**src/sv/pid_pkg.sv**
```systemverilog
// Shared constants for the positional PID controller: register map, widths and reset values.
`timescale 1ns / 1ps

package pid_pkg;

  // Width of the configuration byte address and of its register index part.
  localparam int ADDR_W = 5;
  localparam int INDEX_W = 3;

  // Register indexes on the configuration port.
  localparam logic [INDEX_W-1:0] REG_GAIN_P = 3'd0;
  localparam logic [INDEX_W-1:0] REG_GAIN_I = 3'd1;
  localparam logic [INDEX_W-1:0] REG_GAIN_D = 3'd2;
  localparam logic [INDEX_W-1:0] REG_OUTPUT_LIMIT = 3'd3;
  localparam logic [INDEX_W-1:0] REG_INTEGRAL_LIMIT = 3'd4;

  // Register widths.
  localparam int GAIN_W = 16;
  localparam int LIMIT_W = 15;

  // Reset values of the limit registers.
  localparam logic [LIMIT_W-1:0] OUTPUT_LIMIT_RESET = 15'd32767;
  localparam logic [LIMIT_W-1:0] INTEGRAL_LIMIT_RESET = 15'd2000;

  // Fraction bits of the Q7.8 gains.
  localparam int GAIN_FRAC = 8;

endpackage

```
**src/sv/positional_pid_controller_top.sv**
```systemverilog
// Positional PID controller with integral clamping and a symmetric output clamp.
`timescale 1ns / 1ps

// The block takes one input beat (op, target, measured) on a valid/ready channel and
// returns one result beat (drive, saturated) on a second valid/ready channel.
// An op of 0 runs one control step; an op of 1 clears the integral and the last error
// and returns a drive of 0 with saturated low.
// The work runs through four register stages: the input register, the error and
// integral stage, the gain multiplier stage and the result register. A new beat
// may be accepted in every cycle while the receiver does not stall, so the
// sustained rate is one item per clock. The integral and last error are updated
// as each item leaves the input register, which is what allows consecutive items
// to follow one another.
// When the receiver stalls, the whole pipeline holds and item_ready falls in the
// same cycle; the result register keeps its beat until it is taken. Bubbles in the
// pipeline are not squeezed out, but no item is lost or repeated.
// The user must write gains and limits on the APB-style port only while the block is
// idle; the block does not enforce this. pready is always high and reads return the
// stored values, gains sign-extended. Synchronous reset empties the pipeline, zeroes the
// integral, last error and gains and restores the output and integral limits to 32767 and 2000.
module positional_pid_controller_top (
  input  logic                        clk,
  input  logic                        rst,
  // Input channel
  input  logic                        item_valid,
  output logic                        item_ready,
  input  logic                        op,
  input  logic signed [15:0]          target,
  input  logic signed [15:0]          measured,
  // Result channel
  output logic                        result_valid,
  input  logic                        result_ready,
  output logic signed [15:0]          drive,
  output logic                        saturated,
  // Configuration port
  input  logic                        psel,
  input  logic                        penable,
  input  logic                        pwrite,
  input  logic [pid_pkg::ADDR_W-1:0]  paddr,
  input  logic [31:0]                 pwdata,
  output logic [31:0]                 prdata,
  output logic                        pready
);

  // Configuration registers.
  logic signed [pid_pkg::GAIN_W-1:0] gain_p;
  logic signed [pid_pkg::GAIN_W-1:0] gain_i;
  logic signed [pid_pkg::GAIN_W-1:0] gain_d;
  logic [pid_pkg::LIMIT_W-1:0]       output_limit;
  logic [pid_pkg::LIMIT_W-1:0]       integral_limit;

  logic [pid_pkg::INDEX_W-1:0] reg_index;
  logic                        cfg_write;

  assign pready    = 1'b1;
  assign reg_index = paddr[pid_pkg::ADDR_W-1:2];
  assign cfg_write = psel && penable && pwrite && pready;

  always_ff @(posedge clk) begin
    if (rst) begin
      gain_p         <= '0;
      gain_i         <= '0;
      gain_d         <= '0;
      output_limit   <= pid_pkg::OUTPUT_LIMIT_RESET;
      integral_limit <= pid_pkg::INTEGRAL_LIMIT_RESET;
    end else if (cfg_write) begin
      unique case (reg_index)
        pid_pkg::REG_GAIN_P:         gain_p <= pwdata[pid_pkg::GAIN_W-1:0];
        pid_pkg::REG_GAIN_I:         gain_i <= pwdata[pid_pkg::GAIN_W-1:0];
        pid_pkg::REG_GAIN_D:         gain_d <= pwdata[pid_pkg::GAIN_W-1:0];
        pid_pkg::REG_OUTPUT_LIMIT:   output_limit <= pwdata[pid_pkg::LIMIT_W-1:0];
        pid_pkg::REG_INTEGRAL_LIMIT: integral_limit <= pwdata[pid_pkg::LIMIT_W-1:0];
        default: begin
        end
      endcase
    end
  end

  // Read data; addresses beyond the register list read as zero.
  always_comb begin
    unique case (reg_index)
      pid_pkg::REG_GAIN_P:         prdata = {{16{gain_p[15]}}, gain_p};
      pid_pkg::REG_GAIN_I:         prdata = {{16{gain_i[15]}}, gain_i};
      pid_pkg::REG_GAIN_D:         prdata = {{16{gain_d[15]}}, gain_d};
      pid_pkg::REG_OUTPUT_LIMIT:   prdata = {17'd0, output_limit};
      pid_pkg::REG_INTEGRAL_LIMIT: prdata = {17'd0, integral_limit};
      default:                     prdata = 32'd0;
    endcase
  end

  // The whole pipeline moves together whenever the result register is free or
  // its beat is being taken.
  logic advance;
  assign advance    = !result_valid || result_ready;
  assign item_ready = advance;

  // Input register.
  logic               s0_valid;
  logic               s0_op;
  logic signed [15:0] s0_target;
  logic signed [15:0] s0_measured;

  always_ff @(posedge clk) begin
    if (rst) begin
      s0_valid <= 1'b0;
    end else if (advance) begin
      s0_valid <= item_valid;
    end
  end

  always_ff @(posedge clk) begin
    if (advance) begin
      s0_op       <= op;
      s0_target   <= target;
      s0_measured <= measured;
    end
  end

  // Controller history.
  logic signed [15:0] error_sum;
  logic signed [16:0] previous_error;

  // Error, clamped integral and error difference.
  logic signed [16:0] err_c;
  logic signed [17:0] sum_raw;
  logic signed [17:0] int_lim;
  logic signed [17:0] int_lim_neg;
  logic signed [15:0] sum_clamped;
  logic signed [17:0] derr_c;
  logic signed [16:0] err_next;
  logic signed [15:0] error_sum_next;
  logic signed [17:0] derr_next;

  assign err_c       = {s0_target[15], s0_target} - {s0_measured[15], s0_measured};
  assign sum_raw     = {{2{error_sum[15]}}, error_sum} + {err_c[16], err_c};
  assign int_lim     = {3'd0, integral_limit};
  assign int_lim_neg = -int_lim;
  assign derr_c      = {err_c[16], err_c} - {previous_error[16], previous_error};

  always_comb begin
    priority if (sum_raw > int_lim) begin
      sum_clamped = int_lim[15:0];
    end else if (sum_raw < int_lim_neg) begin
      sum_clamped = int_lim_neg[15:0];
    end else begin
      sum_clamped = sum_raw[15:0];
    end
  end

  // A clear item carries zeros down the pipeline, which yields a drive of 0.
  always_comb begin
    if (s0_op) begin
      err_next       = '0;
      error_sum_next = '0;
      derr_next      = '0;
    end else begin
      err_next       = err_c;
      error_sum_next = sum_clamped;
      derr_next      = derr_c;
    end
  end

  always_ff @(posedge clk) begin
    if (rst) begin
      error_sum      <= '0;
      previous_error <= '0;
    end else if (advance && s0_valid) begin
      error_sum      <= error_sum_next;
      previous_error <= err_next;
    end
  end

  // Error stage register.
  logic               s1_valid;
  logic signed [16:0] s1_err;
  logic signed [15:0] s1_sum;
  logic signed [17:0] s1_derr;

  always_ff @(posedge clk) begin
    if (rst) begin
      s1_valid <= 1'b0;
    end else if (advance) begin
      s1_valid <= s0_valid;
    end
  end

  always_ff @(posedge clk) begin
    if (advance) begin
      s1_err  <= err_next;
      s1_sum  <= error_sum_next;
      s1_derr <= derr_next;
    end
  end

  // Gain products, each exact at its full width.
  logic signed [32:0] prod_p_c;
  logic signed [31:0] prod_i_c;
  logic signed [33:0] prod_d_c;

  assign prod_p_c = gain_p * s1_err;
  assign prod_i_c = gain_i * s1_sum;
  assign prod_d_c = gain_d * s1_derr;

  logic               s2_valid;
  logic signed [32:0] s2_prod_p;
  logic signed [31:0] s2_prod_i;
  logic signed [33:0] s2_prod_d;

  always_ff @(posedge clk) begin
    if (rst) begin
      s2_valid <= 1'b0;
    end else if (advance) begin
      s2_valid <= s1_valid;
    end
  end

  always_ff @(posedge clk) begin
    if (advance) begin
      s2_prod_p <= prod_p_c;
      s2_prod_i <= prod_i_c;
      s2_prod_d <= prod_d_c;
    end
  end

  // Sum, floor shift by the gain fraction and output clamp.
  logic signed [35:0] raw_sum;
  logic signed [35-pid_pkg::GAIN_FRAC:0] raw_shifted;
  logic signed [35-pid_pkg::GAIN_FRAC:0] out_lim;
  logic signed [35-pid_pkg::GAIN_FRAC:0] out_lim_neg;
  logic signed [15:0] drive_next;
  logic               saturated_next;

  assign raw_sum = {{3{s2_prod_p[32]}}, s2_prod_p} + {{4{s2_prod_i[31]}}, s2_prod_i}
                 + {{2{s2_prod_d[33]}}, s2_prod_d};
  // Dropping the low bits of a two's complement value rounds toward minus infinity.
  assign raw_shifted = raw_sum[35:pid_pkg::GAIN_FRAC];
  assign out_lim     = {{(36 - pid_pkg::GAIN_FRAC - pid_pkg::LIMIT_W){1'b0}}, output_limit};
  assign out_lim_neg = -out_lim;

  always_comb begin
    priority if (raw_shifted > out_lim) begin
      drive_next     = out_lim[15:0];
      saturated_next = 1'b1;
    end else if (raw_shifted < out_lim_neg) begin
      drive_next     = out_lim_neg[15:0];
      saturated_next = 1'b1;
    end else begin
      drive_next     = raw_shifted[15:0];
      saturated_next = 1'b0;
    end
  end

  // Result register.
  always_ff @(posedge clk) begin
    if (rst) begin
      result_valid <= 1'b0;
    end else if (advance) begin
      result_valid <= s2_valid;
    end
  end

  always_ff @(posedge clk) begin
    if (advance) begin
      drive     <= drive_next;
      saturated <= saturated_next;
    end
  end

  // Signed views of the output limit and of the drive for the checks below.
  logic signed [16:0] drive_lim;
  logic signed [16:0] drive_wide;
  assign drive_lim  = {2'b00, output_limit};
  assign drive_wide = {drive[15], drive};

`ifndef SYNTH
  // A clear item leaves no history behind.
  a_clear_wipes_history: assert property (@(posedge clk) disable iff (rst)
    (advance && s0_valid && s0_op) |=> (error_sum == 16'sd0 && previous_error == 17'sd0))
    else $error("clear item did not zero the controller history");

  // A clamped result sits exactly on one of the two limits.
  a_saturated_on_limit: assert property (@(posedge clk) disable iff (rst)
    (result_valid && saturated) |-> (drive_wide == drive_lim || drive_wide == -drive_lim))
    else $error("saturated drive is not at the output limit");

  // An unclamped result lies within the limits.
  a_unsaturated_in_range: assert property (@(posedge clk) disable iff (rst)
    (result_valid && !saturated) |-> (drive_wide <= drive_lim && drive_wide >= -drive_lim))
    else $error("unsaturated drive exceeds the output limit");

  // An accepted beat reaches the result register if the pipeline advances without a stall.
  a_latency: assert property (@(posedge clk) disable iff (rst)
    (item_valid && item_ready) ##1 advance ##1 advance ##1 advance |=> result_valid)
    else $error("accepted beat did not reach the result register");
`endif

endmodule
```
**config.mk**
```make
export PLATFORM = sky130hd
export DESIGN_NAME = positional_pid_controller_top
export DESIGN_NICKNAME = d
export VERILOG_FILES = /design/src/sv/pid_pkg.sv /design/src/sv/positional_pid_controller_top.sv
export SDC_FILE = /design/constraint.sdc
export NUM_CORES = 2
export LEC_CHECK = 0
export BUFFER_PORTS_ARGS = -buffer_cell sky130_fd_sc_hd__buf_2
export CORE_ASPECT_RATIO = 1.25
export CORE_MARGIN = 1.5
export CORE_UTILIZATION = 60
export CTS_CLUSTER_SIZE = 10
export DETAILED_ROUTE_END_ITERATION = 8
export PLACE_DENSITY = 0.77
export SYNTH_ARGS = -nofsm -noshare
export SYNTH_HDL_FRONTEND = slang
export SYNTH_SLANG_ARGS = --single-unit
```
**constraint.sdc**
```tcl
create_clock -name clk -period 9.66 [get_ports clk]
set_input_delay 0.966 -clock clk [delete_from_list [all_inputs] [get_ports clk]]
set_output_delay 0.966 -clock clk [all_outputs]
set_load 0.005 [all_outputs]
```
==> flow_summary.yaml <==
global_route:
  grt_util_all_layers_pct: 32.21
  gr-total-overflow: 0
  use_met3_pct: 5.219
  grt_first_pass_wirelength_mm: 207.3
  grt_busiest_layer: "met2"
  grt_use_met2_pct: 54.08
  first_global_vias: 39010
  antenna_found_initial: 4
  grt_use_met1_pct: 38.96
  grt_max_degree: 90
timing:
  worst_pin_slew_ps: 1264
  rsz0062_at_grt: "false"
  timing.setup.tns_ps: 0
  final-hold-violation-count: 0
  drv_slew: 0
  fmax_mhz: 128.6
  skew_ps: 28.17
  setup_violations: 0
  fin_crit_ps: 7778
  relSlewSlack_pct: 15.67
  final.period_utilization_pct: 80.52
critical_path:
  slowest_stage: "dfxtp_1"
  path_buf_inv: 3
  critical_path_class: "reg -> reg"
  critPathLaunchType: "flip-flop"
  crit_arrival_ps: 8100
  cp-startpoint: "gain_p[1]"
  critPathMaxStageDelay_ps: 810
  critPathCaptureType: "flip-flop"
  crit_top_cell: "fa_1"
  crit_chain: "nand2_1 -> fa_1 -> fa_1 -> inv_1 -> fa_1 -> ha_1 -> inv_1 -> fa_1 -> fa_1 -> inv_1 -> ha_1 -> a21oi_1 -> o21ai_0 -> a311oi_1 -> nor2_1 -> nor4b_1 -> nor4_1 -> o31a_1 -> o21ai_1 -> a21oi_1 -> a2111oi_0 -> xnor2_1"
  crit_family: "adder cells"
  critPathRequiredTime_ps: 9980
  cp_max_fo: 19
  worstReg2RegStart: "gain_p[1]"
power_and_ir_drop:
  power.leakage_nw: 26.21
  cellPowerDensity_nw_per_um2: 100.3
  finalPower_mw: 5.199
  max-vdd-ir-drop_uv: 173.6
routing:
  via_count: 37060
  ant_nets: 0
  drt_iter0_drc: 2781
  drcViolationCount: 0
  wire_per_inst_um: 20.29
  drt-vias-per-instance: 5.821
  firstDrtPassIters: 5
  totalWireLength_mm: 129.2
finish:
  drive_gt1_share_pct: 5.118
  areaGrowthSynthToFinish_pct: 5.331
  fill_cells: 6694
  nets: 6615
floorplanning:
  die_y_um: 323.2
  row_count: 117
  io_pins: 129
  die_x_um: 259.2
  core_um2: 81390
  die_area_um2: 83770
  start_util_pct: 60.47
clocking:
  hold_buffers: 0
  clkTransAtPathRegs_ps: 70
  ctsResizeCount: 0
  cts.htree.levels: 2
  clock-root-buffer: "clkbuf_16"
  clock_latency_ps: 590
  cts_buffers: 41
  post-cts-setup-buffer-count: 0
  cts.sink_count: 315
  cts_tree: "done"
  cts_max_path_buffers: 3
synth:
  synth_cell_type_count: 81
  synth.largest_area_cell: "fa_1"
  yosys_warnings: 0
  ys_top_cells_by_area: "fa_1 35%, edfxtp_1 12%, ha_1 10%"
  netlist_area_um2: 49220
  ys.flop_type: "edfxtp_1"
  synth_edf_count: 200
  syn-num-nets: 6647
  avgSynthCellArea_um2: 9.294
  synth_commonest_cells: "1,082 x inv_1, 864 x fa_1, 689 x nand2_1"
  yosys_register_bits: 315
  synth_cells: 5296
  ys_seq_area_share_pct: 16.88
  netlist.area_leader.share_pct: 35.14
  ys_async_sr_fraction_pct: 0
  synth_most_common_cell: "inv_1"
hold_path:
  hold_start: "previous_error[10]"
  hold_path.class: "reg -> reg"
placement:
  hpwl_mm: 102.8
  numPortBuffers: 109
  gp_congestion: 0.9344
outcome:
  outcome: "completed"
flow_run:
  cap_violations: 0
-- worst min-delay path, cell delays in order (launching register included) --
cell and delay (ps):
dfxtp_1 310, nand2_1 50, a21oi_1 50
-- through the flow --
step,hold slack [ps],worst slack (ps),utilization [%],cell area (µm²),instances
after detailed placement,446.6,2053,62.13,50570,6292
final,455.1,1882,63.70,51850,6367
after CTS,458.7,2047,63.70,51840,6366
after global placement,435.8,2125,62.13,50570,6292
after floorplan,425.0,773.3,-,49220,5296
after global routing,471.1,1500,63.70,51850,6367
-- area by class of cell --
cell class	instances	area, µm²	area share (%)
multi-input combinational	3662	35920	69.28
timing repair buffer	162	945.9	1.824
inverter	1082	4061	7.834
clock buffer	61	1131	2.182
tap	1071	1340	2.585
antenna	1	2.502	0.004827
sequential	315	8308	16.02
clock inverter	13	138.9	0.2679
-- sequential cells by signal (all words and copies together), names as in the netlist, 15 cells and up --
register,cells
s2_prod_d,34
s2_prod_i,32
s0_measured,16
s1_derr,18
drive,16
gain_p,16
gain_i,16
integral_limit,15
previous_error,17
gain_d,16
s1_sum,16
s2_prod_p,33
s1_err,17
output_limit,15
s0_target,16
error_sum,16
-- cells by family (layout without fill, tap and decap cells) --
kind of cell             after synthesis  count (layout)  synth area share (%)
other                                  1               2              0.007619
buffers and inverters               1319            1318                 10.22
flip-flops                           315             315                 16.88
multiplexers                          40              40                0.8770
adder cells (fa/ha/maj)             1274            1274                 45.56
AO/OA/AOI/OAI                        640             640                 8.437
XOR/XNOR                             180             180                 3.203
AND/OR/NAND/NOR                     1527            1527                 14.81
-- path summary, 6_finish.rpt --
kind,endpoint,slack (ps),cells past startpoint
worst max-delay path,s2_prod_p[31],1880,22
worst min-delay path,previous_error[10],460,2
worst max register to register,s2_prod_p[31],1880,22
worst min register to register,previous_error[10],460,2
-- placed cells by master (no fill, tap or decap), drive strengths merged, types with 10 or more instances in the layout --
cell type	n
inv	1085
fa	864
nand2	690
ha	410
and2	352
a21oi	211
nor2	203
edfxtp	200
buf	162
xnor2	134
dfxtp	115
o21ai	109
a21o	69
clkbuf	61
nor3	47
xor2	46
nand3	43
nand2b	40
a22oi	35
nor2b	29
mux2	25
nand3b	23
o22ai	23
and3	22
o21a	22
a31oi	22
a211oi	22
nor4	22
nand4	21
o211ai	19
o21bai	15
mux2i	15
a211o	12
or3	10
-- where the power goes --
part	switching (mW)	total, mW	internal [mW]
Clock	0.625	1.49	0.867
Sequential	0.314	1.93	1.61
Combinational	1.10	1.78	0.682
-- routing by layer --
layer / up-vias / part of all wire [%] / wire length (µm)
li1: 16430 / - / -
met1: 18640 / 37 / 47960
met2: 1568 / 48 / 61920
met3: 417 / 7.8 / 10090
met4: 4 / 7.1 / 9186
met5: - / 0.019 / 24
Power figures use the tool's default switching activity.
